[src/sv/mbdm_pkg.sv]
// Package with the shared types and codes of the motor bridge drive mapper.
package mbdm_pkg;

   // Configuration register indexes.
   localparam logic [2:0] CSR_WIRING_MODE   = 3'd0;
   localparam logic [2:0] CSR_SPEED_CEILING = 3'd1;
   localparam logic [2:0] CSR_SPEED_FLOOR   = 3'd2;
   localparam logic [2:0] CSR_REVERSE_DRIVE = 3'd3;
   localparam logic [2:0] CSR_BRAKE_ENABLE  = 3'd4;
   localparam logic [2:0] CSR_TIMEOUT_TICKS = 3'd5;

   // Wiring mode codes; the codes above the two-enable mode act as none.
   localparam logic [2:0] MODE_NONE       = 3'd0;
   localparam logic [2:0] MODE_SINGLE_PWM = 3'd1;
   localparam logic [2:0] MODE_TWO_PWM    = 3'd2;
   localparam logic [2:0] MODE_DIR_PWM    = 3'd3;
   localparam logic [2:0] MODE_TWO_ENABLE = 3'd4;

   // Input item codes.
   localparam logic ACTION_COMMAND = 1'b0;
   localparam logic ACTION_TICK    = 1'b1;

   localparam int CSR_DATA_WIDTH = 16;
   localparam int IDLE_WIDTH     = 17;

   localparam logic [7:0]            LEVEL_FULL    = 8'hff;
   localparam logic [IDLE_WIDTH-1:0] IDLE_MAX      = {IDLE_WIDTH{1'b1}};
   localparam logic [15:0]           TIMEOUT_RESET = 16'd1000;
   localparam logic [7:0]            MAX_RESET     = 8'd255;

   typedef struct packed {
      logic [2:0]  wiring_mode;
      logic [7:0]  speed_ceiling;
      logic [7:0]  speed_floor;
      logic        reverse_drive;
      logic        brake_enable;
      logic [15:0] timeout_ticks;
   } cfg_type;

   typedef struct packed {
      logic        action;
      logic        forward;
      logic [15:0] speed;
   } item_type;

   typedef struct packed {
      logic [8:0]            speed;
      logic [7:0]            forward_level;
      logic [7:0]            back_level;
      logic [7:0]            pwm_level;
      logic [7:0]            forward_pwm_level;
      logic [7:0]            back_duty_level;
      logic [IDLE_WIDTH-1:0] idle_ticks;
      logic                  armed;
   } state_type;

endpackage

[src/sv/mbdm_step.sv]
// Combinational step: applies one command or tick to the drive state.
module mbdm_step
   import mbdm_pkg::*;
(
   input  item_type  item,
   input  cfg_type   cfg,
   input  state_type state,
   output state_type state_next,
   output logic      changed
);

   logic [IDLE_WIDTH-1:0] idle_inc;
   logic                  timeout_hit;
   logic                  apply_cmd;
   logic                  cmd_fwd;
   logic [15:0]           cmd_speed;
   logic signed [16:0]    req_ext;
   logic signed [16:0]    s_raw;
   logic signed [16:0]    s_clamp;
   logic signed [16:0]    mx_s;
   logic signed [16:0]    mn_s;
   logic signed [8:0]     s9;
   logic signed [8:0]     d;
   logic signed [8:0]     d_neg;
   logic [7:0]            d_abs;
   logic                  d_pos;
   logic                  d_zero;
   logic                  mode_valid;
   logic                  update;

   // Tick counting with saturation, and the forced stop on timeout.
   always_comb begin
      idle_inc    = (state.idle_ticks == IDLE_MAX) ? state.idle_ticks
                                                   : state.idle_ticks + 1'b1;
      timeout_hit = idle_inc > {1'b0, cfg.timeout_ticks};
      apply_cmd   = (item.action == ACTION_COMMAND) || (state.armed && timeout_hit);
      cmd_fwd     = (item.action == ACTION_COMMAND) ? item.forward : 1'b0;
      cmd_speed   = (item.action == ACTION_COMMAND) ? item.speed : 16'd0;
   end

   // Direction sign and clamping of a nonzero magnitude; the minimum wins.
   always_comb begin
      req_ext = {cmd_speed[15], cmd_speed};
      s_raw   = cmd_fwd ? req_ext : -req_ext;
      mx_s    = {9'd0, cfg.speed_ceiling};
      mn_s    = {9'd0, cfg.speed_floor};
      s_clamp = s_raw;
      if (s_raw < 0) begin
         if (s_clamp < -mx_s) s_clamp = -mx_s;
         if (s_clamp > -mn_s) s_clamp = -mn_s;
      end else if (s_raw > 0) begin
         if (s_clamp > mx_s) s_clamp = mx_s;
         if (s_clamp < mn_s) s_clamp = mn_s;
      end
      s9 = s_clamp[8:0];
   end

   // Drive value after the optional reversal.
   always_comb begin
      d      = cfg.reverse_drive ? -s9 : s9;
      d_neg  = -d;
      d_abs  = d[8] ? d_neg[7:0] : d[7:0];
      d_zero = (d == 9'sd0);
      d_pos  = !d[8] && !d_zero;
   end

   assign mode_valid = cfg.wiring_mode inside {[MODE_SINGLE_PWM:MODE_TWO_ENABLE]};
   assign update     = apply_cmd && mode_valid && (s9 != state.speed);
   assign changed    = update;

   // Next state: timeout bookkeeping, then the channels of the wiring mode.
   always_comb begin
      state_next = state;
      if (apply_cmd) begin
         state_next.idle_ticks = '0;
         state_next.armed      = 1'b1;
      end else if (item.action == ACTION_TICK && state.armed) begin
         state_next.idle_ticks = idle_inc;
      end
      if (update) begin
         state_next.speed = s9;
         case (cfg.wiring_mode)
            MODE_SINGLE_PWM: begin
               // (d + 256) >> 1 in offset binary.
               state_next.pwm_level = {~d[8], d[7:1]};
            end
            MODE_TWO_PWM: begin
               if (cfg.brake_enable && d_zero) begin
                  state_next.forward_level = LEVEL_FULL;
                  state_next.back_level    = LEVEL_FULL;
               end else begin
                  state_next.forward_level = d_pos ? d_abs : 8'd0;
                  state_next.back_level    = d[8] ? d_abs : 8'd0;
               end
            end
            MODE_DIR_PWM: begin
               if (cfg.brake_enable && d_zero) begin
                  state_next.forward_level = LEVEL_FULL;
                  state_next.back_level    = LEVEL_FULL;
                  state_next.pwm_level     = 8'd0;
               end else begin
                  state_next.forward_level = {7'd0, d_pos};
                  state_next.back_level    = {7'd0, d[8]};
                  if (!d_zero) state_next.pwm_level = d_abs;
               end
            end
            MODE_TWO_ENABLE: begin
               state_next.forward_level     = (!d_zero || cfg.brake_enable) ? LEVEL_FULL
                                                                            : 8'd0;
               state_next.back_level        = (!d_zero || cfg.brake_enable) ? LEVEL_FULL
                                                                            : 8'd0;
               state_next.forward_pwm_level = d[8] ? d_abs : 8'd0;
               state_next.back_duty_level   = d_pos ? d_abs : 8'd0;
            end
            default: begin
               state_next.speed = state.speed;
            end
         endcase
      end
   end

endmodule

[src/sv/motor_bridge_drive_mapper_top.sv]
// Top level of the motor bridge drive mapper: registers, handshakes, config.
//
// Usage: the req channel carries items, either a speed command (action 0,
// with forward and a signed speed) or a one-millisecond tick (action 1).
// Every accepted item yields exactly one beat on the rsp channel, holding
// the stored speed, all held drive levels and a changed flag.
// The csr port writes one configuration register per cycle with csr_write;
// it is meant to be used only while no item is in flight.
// Timing: an item accepted at a clock edge lands in the input register, and
// its result moves on into the result register, which drives rsp_valid, as
// soon as that register is empty or being drained. Throughput is one item per
// cycle while the receiver takes every beat, set by the loop through the drive state registers.
// When the receiver stalls, the result register holds its beat; one more
// item can sit in the input register, and then req_ready drops until the
// result is taken.
// Synchronous reset empties both registers, clears the drive state and
// loads the configuration defaults (no wiring, max speed 255, min 0,
// timeout 1000 ticks).
module motor_bridge_drive_mapper_top
   import mbdm_pkg::*;
(
   input  logic                      clock,
   input  logic                      reset,
   input  logic                      req_valid,
   output logic                      req_ready,
   input  logic                      req_action,
   input  logic                      req_forward,
   input  logic signed [15:0]        req_speed,
   output logic                      rsp_valid,
   input  logic                      rsp_ready,
   output logic signed [8:0]         rsp_current_speed,
   output logic [7:0]                rsp_forward_level,
   output logic [7:0]                rsp_back_level,
   output logic [7:0]                rsp_pwm_level,
   output logic [7:0]                rsp_forward_pwm_level,
   output logic [7:0]                rsp_back_duty_level,
   output logic                      rsp_changed,
   input  logic                      csr_write,
   input  logic [2:0]                csr_index,
   input  logic [CSR_DATA_WIDTH-1:0] csr_data
);

   cfg_type   cfg_ff;
   item_type  item_ff;
   logic      item_valid_ff;
   logic      rsp_valid_ff;
   state_type state_ff;
   state_type state_in;
   state_type result_ff;
   logic      changed_ff;
   logic      changed_in;
   logic      out_open;
   logic      advance;

   // Handshake: the result register takes a beat when empty or being drained.
   assign out_open  = !rsp_valid_ff || rsp_ready;
   assign advance   = item_valid_ff && out_open;
   assign req_ready = !item_valid_ff || out_open;

   // Configuration registers.
   always_ff @(posedge clock) begin
      if (reset) begin
         cfg_ff.wiring_mode   <= MODE_NONE;
         cfg_ff.speed_ceiling <= MAX_RESET;
         cfg_ff.speed_floor   <= 8'd0;
         cfg_ff.reverse_drive <= 1'b0;
         cfg_ff.brake_enable  <= 1'b0;
         cfg_ff.timeout_ticks <= TIMEOUT_RESET;
      end else if (csr_write) begin
         case (csr_index)
            CSR_WIRING_MODE:   cfg_ff.wiring_mode   <= csr_data[2:0];
            CSR_SPEED_CEILING: cfg_ff.speed_ceiling <= csr_data[7:0];
            CSR_SPEED_FLOOR:   cfg_ff.speed_floor   <= csr_data[7:0];
            CSR_REVERSE_DRIVE: cfg_ff.reverse_drive <= csr_data[0];
            CSR_BRAKE_ENABLE:  cfg_ff.brake_enable  <= csr_data[0];
            CSR_TIMEOUT_TICKS: cfg_ff.timeout_ticks <= csr_data[15:0];
            default: begin
            end
         endcase
      end
   end

   // Input register.
   always_ff @(posedge clock) begin
      if (reset) begin
         item_valid_ff <= 1'b0;
      end else if (req_ready) begin
         item_valid_ff <= req_valid;
      end
   end

   always_ff @(posedge clock) begin
      if (req_valid && req_ready) begin
         item_ff.action  <= req_action;
         item_ff.forward <= req_forward;
         item_ff.speed   <= req_speed;
      end
   end

   mbdm_step u_step (
      .item       (item_ff),
      .cfg        (cfg_ff),
      .state      (state_ff),
      .state_next (state_in),
      .changed    (changed_in)
   );

   // Drive state, updated once for each item that moves to the result.
   always_ff @(posedge clock) begin
      if (reset) begin
         state_ff <= '0;
      end else if (advance) begin
         state_ff <= state_in;
      end
   end

   // Result register.
   always_ff @(posedge clock) begin
      if (reset) begin
         rsp_valid_ff <= 1'b0;
      end else if (out_open) begin
         rsp_valid_ff <= item_valid_ff;
      end
   end

   always_ff @(posedge clock) begin
      if (advance) begin
         result_ff  <= state_in;
         changed_ff <= changed_in;
      end
   end

   assign rsp_valid             = rsp_valid_ff;
   assign rsp_current_speed     = result_ff.speed;
   assign rsp_forward_level     = result_ff.forward_level;
   assign rsp_back_level        = result_ff.back_level;
   assign rsp_pwm_level         = result_ff.pwm_level;
   assign rsp_forward_pwm_level = result_ff.forward_pwm_level;
   assign rsp_back_duty_level   = result_ff.back_duty_level;
   assign rsp_changed           = changed_ff;

`ifndef NO_ASSERTIONS
   // A beat that rewrote the drive reports the speed now stored.
   a_changed_matches_state: assert property (@(posedge clock) disable iff (reset)
      (rsp_valid && rsp_changed) |-> (rsp_current_speed == state_ff.speed))
      else $error("changed beat does not match stored speed");

   // Without a wiring mode no beat may report a rewrite.
   a_no_change_without_mode: assert property (@(posedge clock) disable iff (reset)
      (rsp_valid && (cfg_ff.wiring_mode == MODE_NONE || cfg_ff.wiring_mode > MODE_TWO_ENABLE))
      |-> !rsp_changed)
      else $error("drive rewritten with no wiring mode");

   // Ticks are not counted before the first command.
   a_idle_until_armed: assert property (@(posedge clock)
      !state_ff.armed |-> (state_ff.idle_ticks == '0))
      else $error("idle ticks counted before the first command");

   // The drive state moves only with a beat into the result register.
   a_state_moves_with_beat: assert property (@(posedge clock) disable iff (reset)
      !$past(advance) && !$past(reset) |-> $stable(state_ff))
      else $error("drive state changed without a beat");
`endif

endmodule

[config.mk]
export PLATFORM = sky130hd
export DESIGN_NAME = motor_bridge_drive_mapper_top
export DESIGN_NICKNAME = d
export VERILOG_FILES = /design/src/sv/mbdm_pkg.sv /design/src/sv/mbdm_step.sv /design/src/sv/motor_bridge_drive_mapper_top.sv
export SDC_FILE = /design/constraint.sdc
export NUM_CORES = 1
export LEC_CHECK = 0
export BUFFER_PORTS_ARGS = -buffer_cell sky130_fd_sc_hd__buf_2
export CAP_MARGIN = 25
export CORE_ASPECT_RATIO = 1.1
export CORE_MARGIN = 1
export CORE_UTILIZATION = 45
export DETAILED_ROUTE_END_ITERATION = 8
export GPL_TIMING_DRIVEN = 0
export SYNTH_ARGS = -nofsm -noshare
export SYNTH_HDL_FRONTEND = slang
export SYNTH_SLANG_ARGS = --single-unit
[constraint.sdc]
create_clock -name clock -period 25.6 [get_ports clock]
set_input_delay 2.56 -clock clock [delete_from_list [all_inputs] [get_ports clock]]
set_output_delay 2.56 -clock clock [all_outputs]
set_load 0.01 [all_outputs]
== Word-level counts from Yosys, hierarchy flattened ==
Index checks and enable logic that the tools add are counted.
W data, S select, Z words.

* $add $sub $neg: 6
* Magnitude comparators: 9
* Eq/ne operators: 11
* Muxes and demuxes: 28
* Bitwise operators: 2
* Reduce and logical (&&, ||, !) cells: 29

{| class="wikitable"
|+ Operators by type and width
! operator !! number
|-
| $mux W17 || 9
|-
| $mux W9 || 6
|-
| $mux W49 || 1
|-
| $mux W16 || 3
|-
| $pmux W16 S3 || 1
|-
| $mux W8 || 5
|-
| $neg A8 Y17 || 2
|-
| $mux W24 || 1
|-
| $add A17 B1 Y17 const B || 1
|-
| $eq A17 B17 Y1 const B || 1
|-
| $gt A17 B1 Y1 const B || 1
|-
| $gt A17 B16 Y1 || 1
|-
| $gt A17 B17 Y1 || 1
|-
| $gt A17 B9 Y1 || 1
|-
| $lt A17 B1 Y1 const B || 1
|-
| $lt A17 B17 Y1 || 1
|-
| $lt A17 B9 Y1 || 1
|-
| $neg A16 Y17 || 1
|-
| $pmux W8 S2 || 1
|-
| $reduce_and A2 Y1 || 8
|-
| $eq A3 B2 Y1 const B || 4
|-
| $eq A3 B3 Y1 const B || 3
|-
| $logic_and A1 B1 Y1 || 9
|-
| $logic_not A9 Y1 || 1
|-
| other kinds (13) || 21
|}

* Register bits: 174
* Input port bits: 42
* Output and inout bits: 52
* Word-level logic and storage cells: 111

== Longest topological paths before layout ==
* Word-level depth: 20
* Mapped depth: 42
* Gate-level depth less buffers: 34

== Hierarchy ==
From an unflattened synthesis, not the netlist that was laid out.

* Cells, all modules: 1379
* Area total of the unflattened synthesis: 12371.9 um2

{| class="wikitable"
|+ Modules (own cells, without submodules)
! module !! instances !! cells an instance !! area each (um2) !! seq. area each (um2)
|-
| motor_bridge_drive_mapper_top || 1 || 518 || 6512.5 || 4164.0
|-
| mbdm_step || 1 || 861 || 5859.4 || 0.0
|}

== Least setup slack after synthesis ==
No wires, ideal clock.

* Path type: register to register
* From: reg item_ff[17] (netlist name)
* To: reg state_ff[38] (netlist name)
* Setup time: 0.058 ns
* Arrival time: 8.565 ns
* Data required time: 25.542 ns
* Path slack: 16.976 ns
* Cell stages (with the launch flop): 38
* Buffers on the path: 6
* Period minus slack after synthesis: 8.624 ns
* Cells stage by stage: edfxtp_1 > buf_2 > inv_1 > nand2_1 > ha_1 > nor4b_1 > nand4_1 > a32oi_1 > nand2b_1 > inv_1 > clkbuf_1 > ha_1 > nand4_1 > or2_2 > a2111oi_0 > a2bb2oi_1 > o21ai_0 > ha_1 > [... 2 more ...] > and3_1 > clkbuf_1 > or2_2 > clkbuf_1 > a21oi_1 > a221oi_1 > nand2_1 > clkbuf_1 > inv_1 > ha_1 > o2111ai_1 > nor4_4 > mux2_2 > and2_1 > buf_2 > or4_1 > a311oi_1 > o21a_1

* Longest elaborated chain between the ends: 19
* Elaborated cells between the ends (all ways): 34
* Classes of those cells: 3 x add/sub; 6 x order compare; 1 x eq/ne; 18 x mux; 1 x bitwise; 5 x reduce/logical

{| class="wikitable"
|+ RTL lines
! element !! line !! source
|-
| start: declaration || motor_bridge_drive_mapper_top.sv:44 || <nowiki>item_type item_ff;</nowiki>
|-
| $mux W16 || mbdm_step.sv:38 || <nowiki>cmd_speed = (item.action == ACTION_COMMAND) ? item.speed : 16'd0;</nowiki>
|-
| $neg A16 Y17 || mbdm_step.sv:44 || <nowiki>s_raw = cmd_fwd ? req_ext : -req_ext;</nowiki>
|-
| $mux W17 || mbdm_step.sv:44 ||
|-
| $gt A17 B9 Y1 || mbdm_step.sv:52 || <nowiki>if (s_clamp > mx_s) s_clamp = mx_s;</nowiki>
|-
| $mux W17 || mbdm_step.sv:52 ||
|-
| $mux W17 || mbdm_step.sv:51 || <nowiki>end else if (s_raw > 0) begin</nowiki>
|-
| $mux W17 || mbdm_step.sv:48 || <nowiki>if (s_raw < 0) begin</nowiki>
|-
| $lt A17 B9 Y1 || mbdm_step.sv:53 || <nowiki>if (s_clamp < mn_s) s_clamp = mn_s;</nowiki>
|-
| [... 3 more ...] || -- ||
|-
| $neg A9 Y9 || mbdm_step.sv:60 || <nowiki>d = cfg.reverse_drive ? -s9 : s9;</nowiki>
|-
| $mux W9 || mbdm_step.sv:60 ||
|-
| $neg A8 Y8 || mbdm_step.sv:61 || <nowiki>d_neg = -d;</nowiki>
|-
| $mux W8 || mbdm_step.sv:62 || <nowiki>d_abs = d[8] ? d_neg[7:0] : d[7:0];</nowiki>
|-
| $mux W8 || mbdm_step.sv:104 || <nowiki>if (!d_zero) state_next.pwm_level = d_abs;</nowiki>
|-
| $mux W24 || mbdm_step.sv:97 || <nowiki>if (cfg.brake_enable && d_zero) begin</nowiki>
|-
| $pmux W8 S2 || mbdm_step.sv:82 || <nowiki>case (cfg.wiring_mode)</nowiki>
|-
| $mux W49 * || mbdm_step.sv:80 || <nowiki>if (update) begin</nowiki>
|-
| end signal: assignment || motor_bridge_drive_mapper_top.sv:113 || <nowiki>state_ff <= state_in;</nowiki>
|-
| end: declaration || motor_bridge_drive_mapper_top.sv:47 || <nowiki>state_type state_ff;</nowiki>
|}

Mark *: on every way between the ends. The rest lies on a longest branch, timed or not. The select of a mux whose other input is x is not followed.
A chain may end at the register's enable or synchronous reset.

==> results.py <==
metrics = {
    "pwr": {
        "p_clk_frac": 0.341,
        "power_density_mw_per_mm2": 60.01,
        "power.switching_mw": 0.2760,
        "seqPwrFrac": 0.386,
        "ir_drop_mv": 0.04701,
        "p_leak_nw": 5.092,
        "p_int_mw": 0.5035,
        "p_sw_frac": 0.3541,
        "combPwrFrac": 0.273,
    },
    "sta": {
        "skew_ns": 0.01454,
        "min_period_ns": 11.42,
        "setup_violations": 0,
        "tightest_slew_ns": 1.002,
        "post-route-period-util": 0.4459,
        "fmax_ghz": 0.08759,
        "setup_tns_ns": 0,
        "hold_viol": 0,
        "maxSlewHeadroom": 0.3295,
        "final_max_slew_viol_count": 0,
        "rsz0062_at_grt": "false",
    },
    "clock_tree": {
        "cts_setup_buffers": 0,
        "cts_buffers": 17,
        "cts_hold_buffers": 0,
        "cts-resized-gates": 0,
        "root_buffer": "clkbuf_16",
        "path_clk_slew_ns": 0.08,
        "htreeDepth": 4,
        "cts.sink_count": 174,
        "clock_latency_ns": 0.44,
        "max-clock-path-buffers": 2,
        "cts_tree": "built",
    },
    "setup_path": {
        "critPathMaxFanout": 10,
        "r2r_end": "rsp_pwm_level[7]",
        "worstPathRequired_ns": 25.77,
        "rr_worst_depth": 37,
        "path_delay_family": "compound AO/OA/AOI/OAI gates",
        "path_depth": 37,
        "crit_slowest_cell": "a2bb2oi_1",
        "crit_arrival_ns": 11.59,
        "critPathLaunchType": "register",
        "path_buf_inv": 10,
        "critPathMaxStageDelay_ns": 0.88,
        "crit_path_end_kind": "register",
        "critPathLaunch": "item_ff[17]",
        "ff2ff_setup_slack_ns": 14.18,
        "cpMostUsedCell": "clkbuf_1",
        "endpoint": "rsp_pwm_level[7]",
        "reg2reg_from": "item_ff[17]",
        "path_class": "register to register",
    },
    "logic_synthesis": {
        "synth_ff_type": "dfxtp_1",
        "synth_warnings": 0,
        "postSynthNetCount": 1433,
        "avgSynthCellArea_sq_um": 8.731,
        "seq_area_frac_synth": 0.3619,
        "synth.most_common_cell": "nor2_1",
        "synth_common_cells": "137 x nor2_1, 122 x nand2_1, 106 x dfxtp_1",
        "synth-edff-count": 68,
        "syn_area_sq_mm": 0.01151,
        "synthTopCellsByArea": "dfxtp_1 18%, edfxtp_1 18%, ha_1 7.9%",
        "synthArstFlopShare": 0,
        "yosysTopAreaCellShare": 0.1844,
        "netlist_instances": 1318,
        "yosys.area.top_type": "dfxtp_1",
        "ys_seq_elements": 174,
        "synth.distinct_cells": 94,
    },
    "placement": {
        "place.gp.congestion": 0.9389,
        "portBuffers": 93,
        "dp.final_hpwl_mm": 24.83,
        "place_area_sq_mm": 0.01239,
    },
    "floorplanning": {
        "dieArea_sq_mm": 0.02622,
        "core_area_sq_mm": 0.02519,
        "num_io_pins": 94,
        "initial_core_util": 0.4569,
        "core.rowCount": 61,
        "die_h_um": 169.7,
        "die-width_um": 154.5,
    },
    "run": {
        "drv_cap": 0,
    },
    "global_routing": {
        "antenna_found_initial": 0,
        "grt_use_total": 0.2515,
        "grt_pass1_wl_mm": 52.05,
        "grt_max_degree": 42,
        "grt_pass1_vias": 9678,
        "overflow": 0,
    },
    "cells_and_area": {
        "final_cell_area_sq_mm": 0.01299,
        "fillCellCount": 2458,
        "diodes": 0,
        "drive_gt1_frac": 0.1503,
        "regArea_sq_mm": 0.004164,
        "final_net_count": 1546,
        "multi_input_area_sq_mm": 0.006753,
        "syn_to_final_growth_pct": 12.87,
    },
    "routing": {
        "drt_wl_total_mm": 32.55,
        "ant_nets": 0,
        "drtIter0Drc": 787,
        "drc_errors": 0,
        "wl_met2_mm": 14.76,
        "routed_via_density": 5.960,
        "vias": 10480,
        "dr_wl_met3_mm": 1.918,
        "dr.pass1.iters": 5,
        "drt-met1-wl_mm": 15.24,
        "wire_per_inst_um": 18.50,
        "routed.top_layer": "met4",
    },
    "outcome": {
        "outcome": "finished, final reports clean",
    },
    "worst_hold_path": {
        "hp-class": "register to register",
    },
}
==> cell usage in the layout, fill, tap and decap left out, types with 16 or more instances in the layout <==
master,count
nor3_1,27
ha_1,73
nor4_1,16
o21ai_0,42
mux2_2,24
o211ai_1,27
xnor2_1,35
clkbuf_1,42
nand2_1,122
a31oi_1,26
and3_1,17
edfxtp_1,68
buf_2,109
nand3_1,25
inv_1,79
a21oi_1,102
clkbuf_16,17
dfxtp_1,106
a211oi_1,16
nand4_1,28
nor2_1,137
==> how the worst min path moves through the flow <==
| stage | from | to | slack (ns) | cells past startpoint |
|---|---|---|---|---|
| after floorplan | state_ff[0] | state_ff[0] | 0.43 | 2 |
| after global placement | state_ff[0] | state_ff[0] | 0.44 | 2 |
| after detailed placement | cfg_ff[4] | cfg_ff[4] | 0.45 | 2 |
| after CTS | cfg_ff[4] | cfg_ff[4] | 0.46 | 2 |
| after global routing | cfg_ff[4] | cfg_ff[4] | 0.47 | 2 |
| final | cfg_ff[11] | cfg_ff[11] | 0.46 | 2 |
==> through the flow <==
| stage | util | std cells | total power, mW | hold slack [ns] | setup WS [ns] |
|---|---|---|---|---|---|
| after floorplan | - | 1318 | 0.4554 | 0.4313 | 16.98 |
| after global placement | 0.4910 | 1726 | 0.5144 | 0.4438 | 14.33 |
| after detailed placement | 0.4919 | 1727 | 0.5148 | 0.4465 | 14.44 |
| after CTS | 0.5157 | 1759 | 0.7803 | 0.4570 | 14.38 |
| after global routing | 0.5157 | 1759 | 0.8136 | 0.4723 | 13.60 |
| final | 0.5157 | 1759 | 0.7795 | 0.4586 | 14.18 |
==> layer usage <==
metal  up-vias  global-route usage
met5         -                   0
met4         0             0.07619
met1      4963              0.3439
met2       348              0.4061
li1       5123                   -
met3        49             0.04111
==> layout make-up <==
class,instances,share of cell area
buffer,66,0.02273
clock buffer,18,0.03381
clock inverter,14,0.01243
inverter,79,0.02283
multi-input combinational,999,0.5199
sequential,174,0.3206
tap,315,0.03034
timing repair buffer,94,0.03738
==> state kept, by name (all words and copies together) (netlist names), 8 cells and up <==
signal,flops
rsp_forward_level,8
rsp_back_level,8
cfg_ff,37
item_ff,18
rsp_current_speed,9
rsp_forward_pwm_level,8
rsp_back_duty_level,8
state_ff,67
rsp_pwm_level,8
==> power by group through the flow <==
stage | registers, mW | logic, mW | clock network, mW
floorplan | 0.309 | 0.147 | 0
global placement | 0.308 | 0.207 | 0
detailed placement | 0.308 | 0.207 | 0
CTS | 0.301 | 0.209 | 0.271
global route | 0.302 | 0.231 | 0.281
finish | 0.301 | 0.213 | 0.266
==> cells by family after synthesis <==
logic type / synth area share
AOI/OAI and AO/OA: 0.2182
xor gates and xnor gates: 0.03871
adders and majority gates: 0.07937
buffers and inverters: 0.05132
DFF: 0.3619
muxes: 0.03566
and+or+nand+nor: 0.2149
==> worst reg2reg max path, delay by kind of cell (launching register included) <==
| kind | cells | cell delay [ns] |
|---|---|---|
| fa+ha+maj | 4 | 1.37 |
| simple gates | 11 | 2.40 |
| buf+inv | 10 | 2.68 |
| flops | 1 | 0.32 |
| compound gates | 11 | 3.95 |
| mux | 1 | 0.43 |
Note: power is estimated with default switching activity, not from simulation.
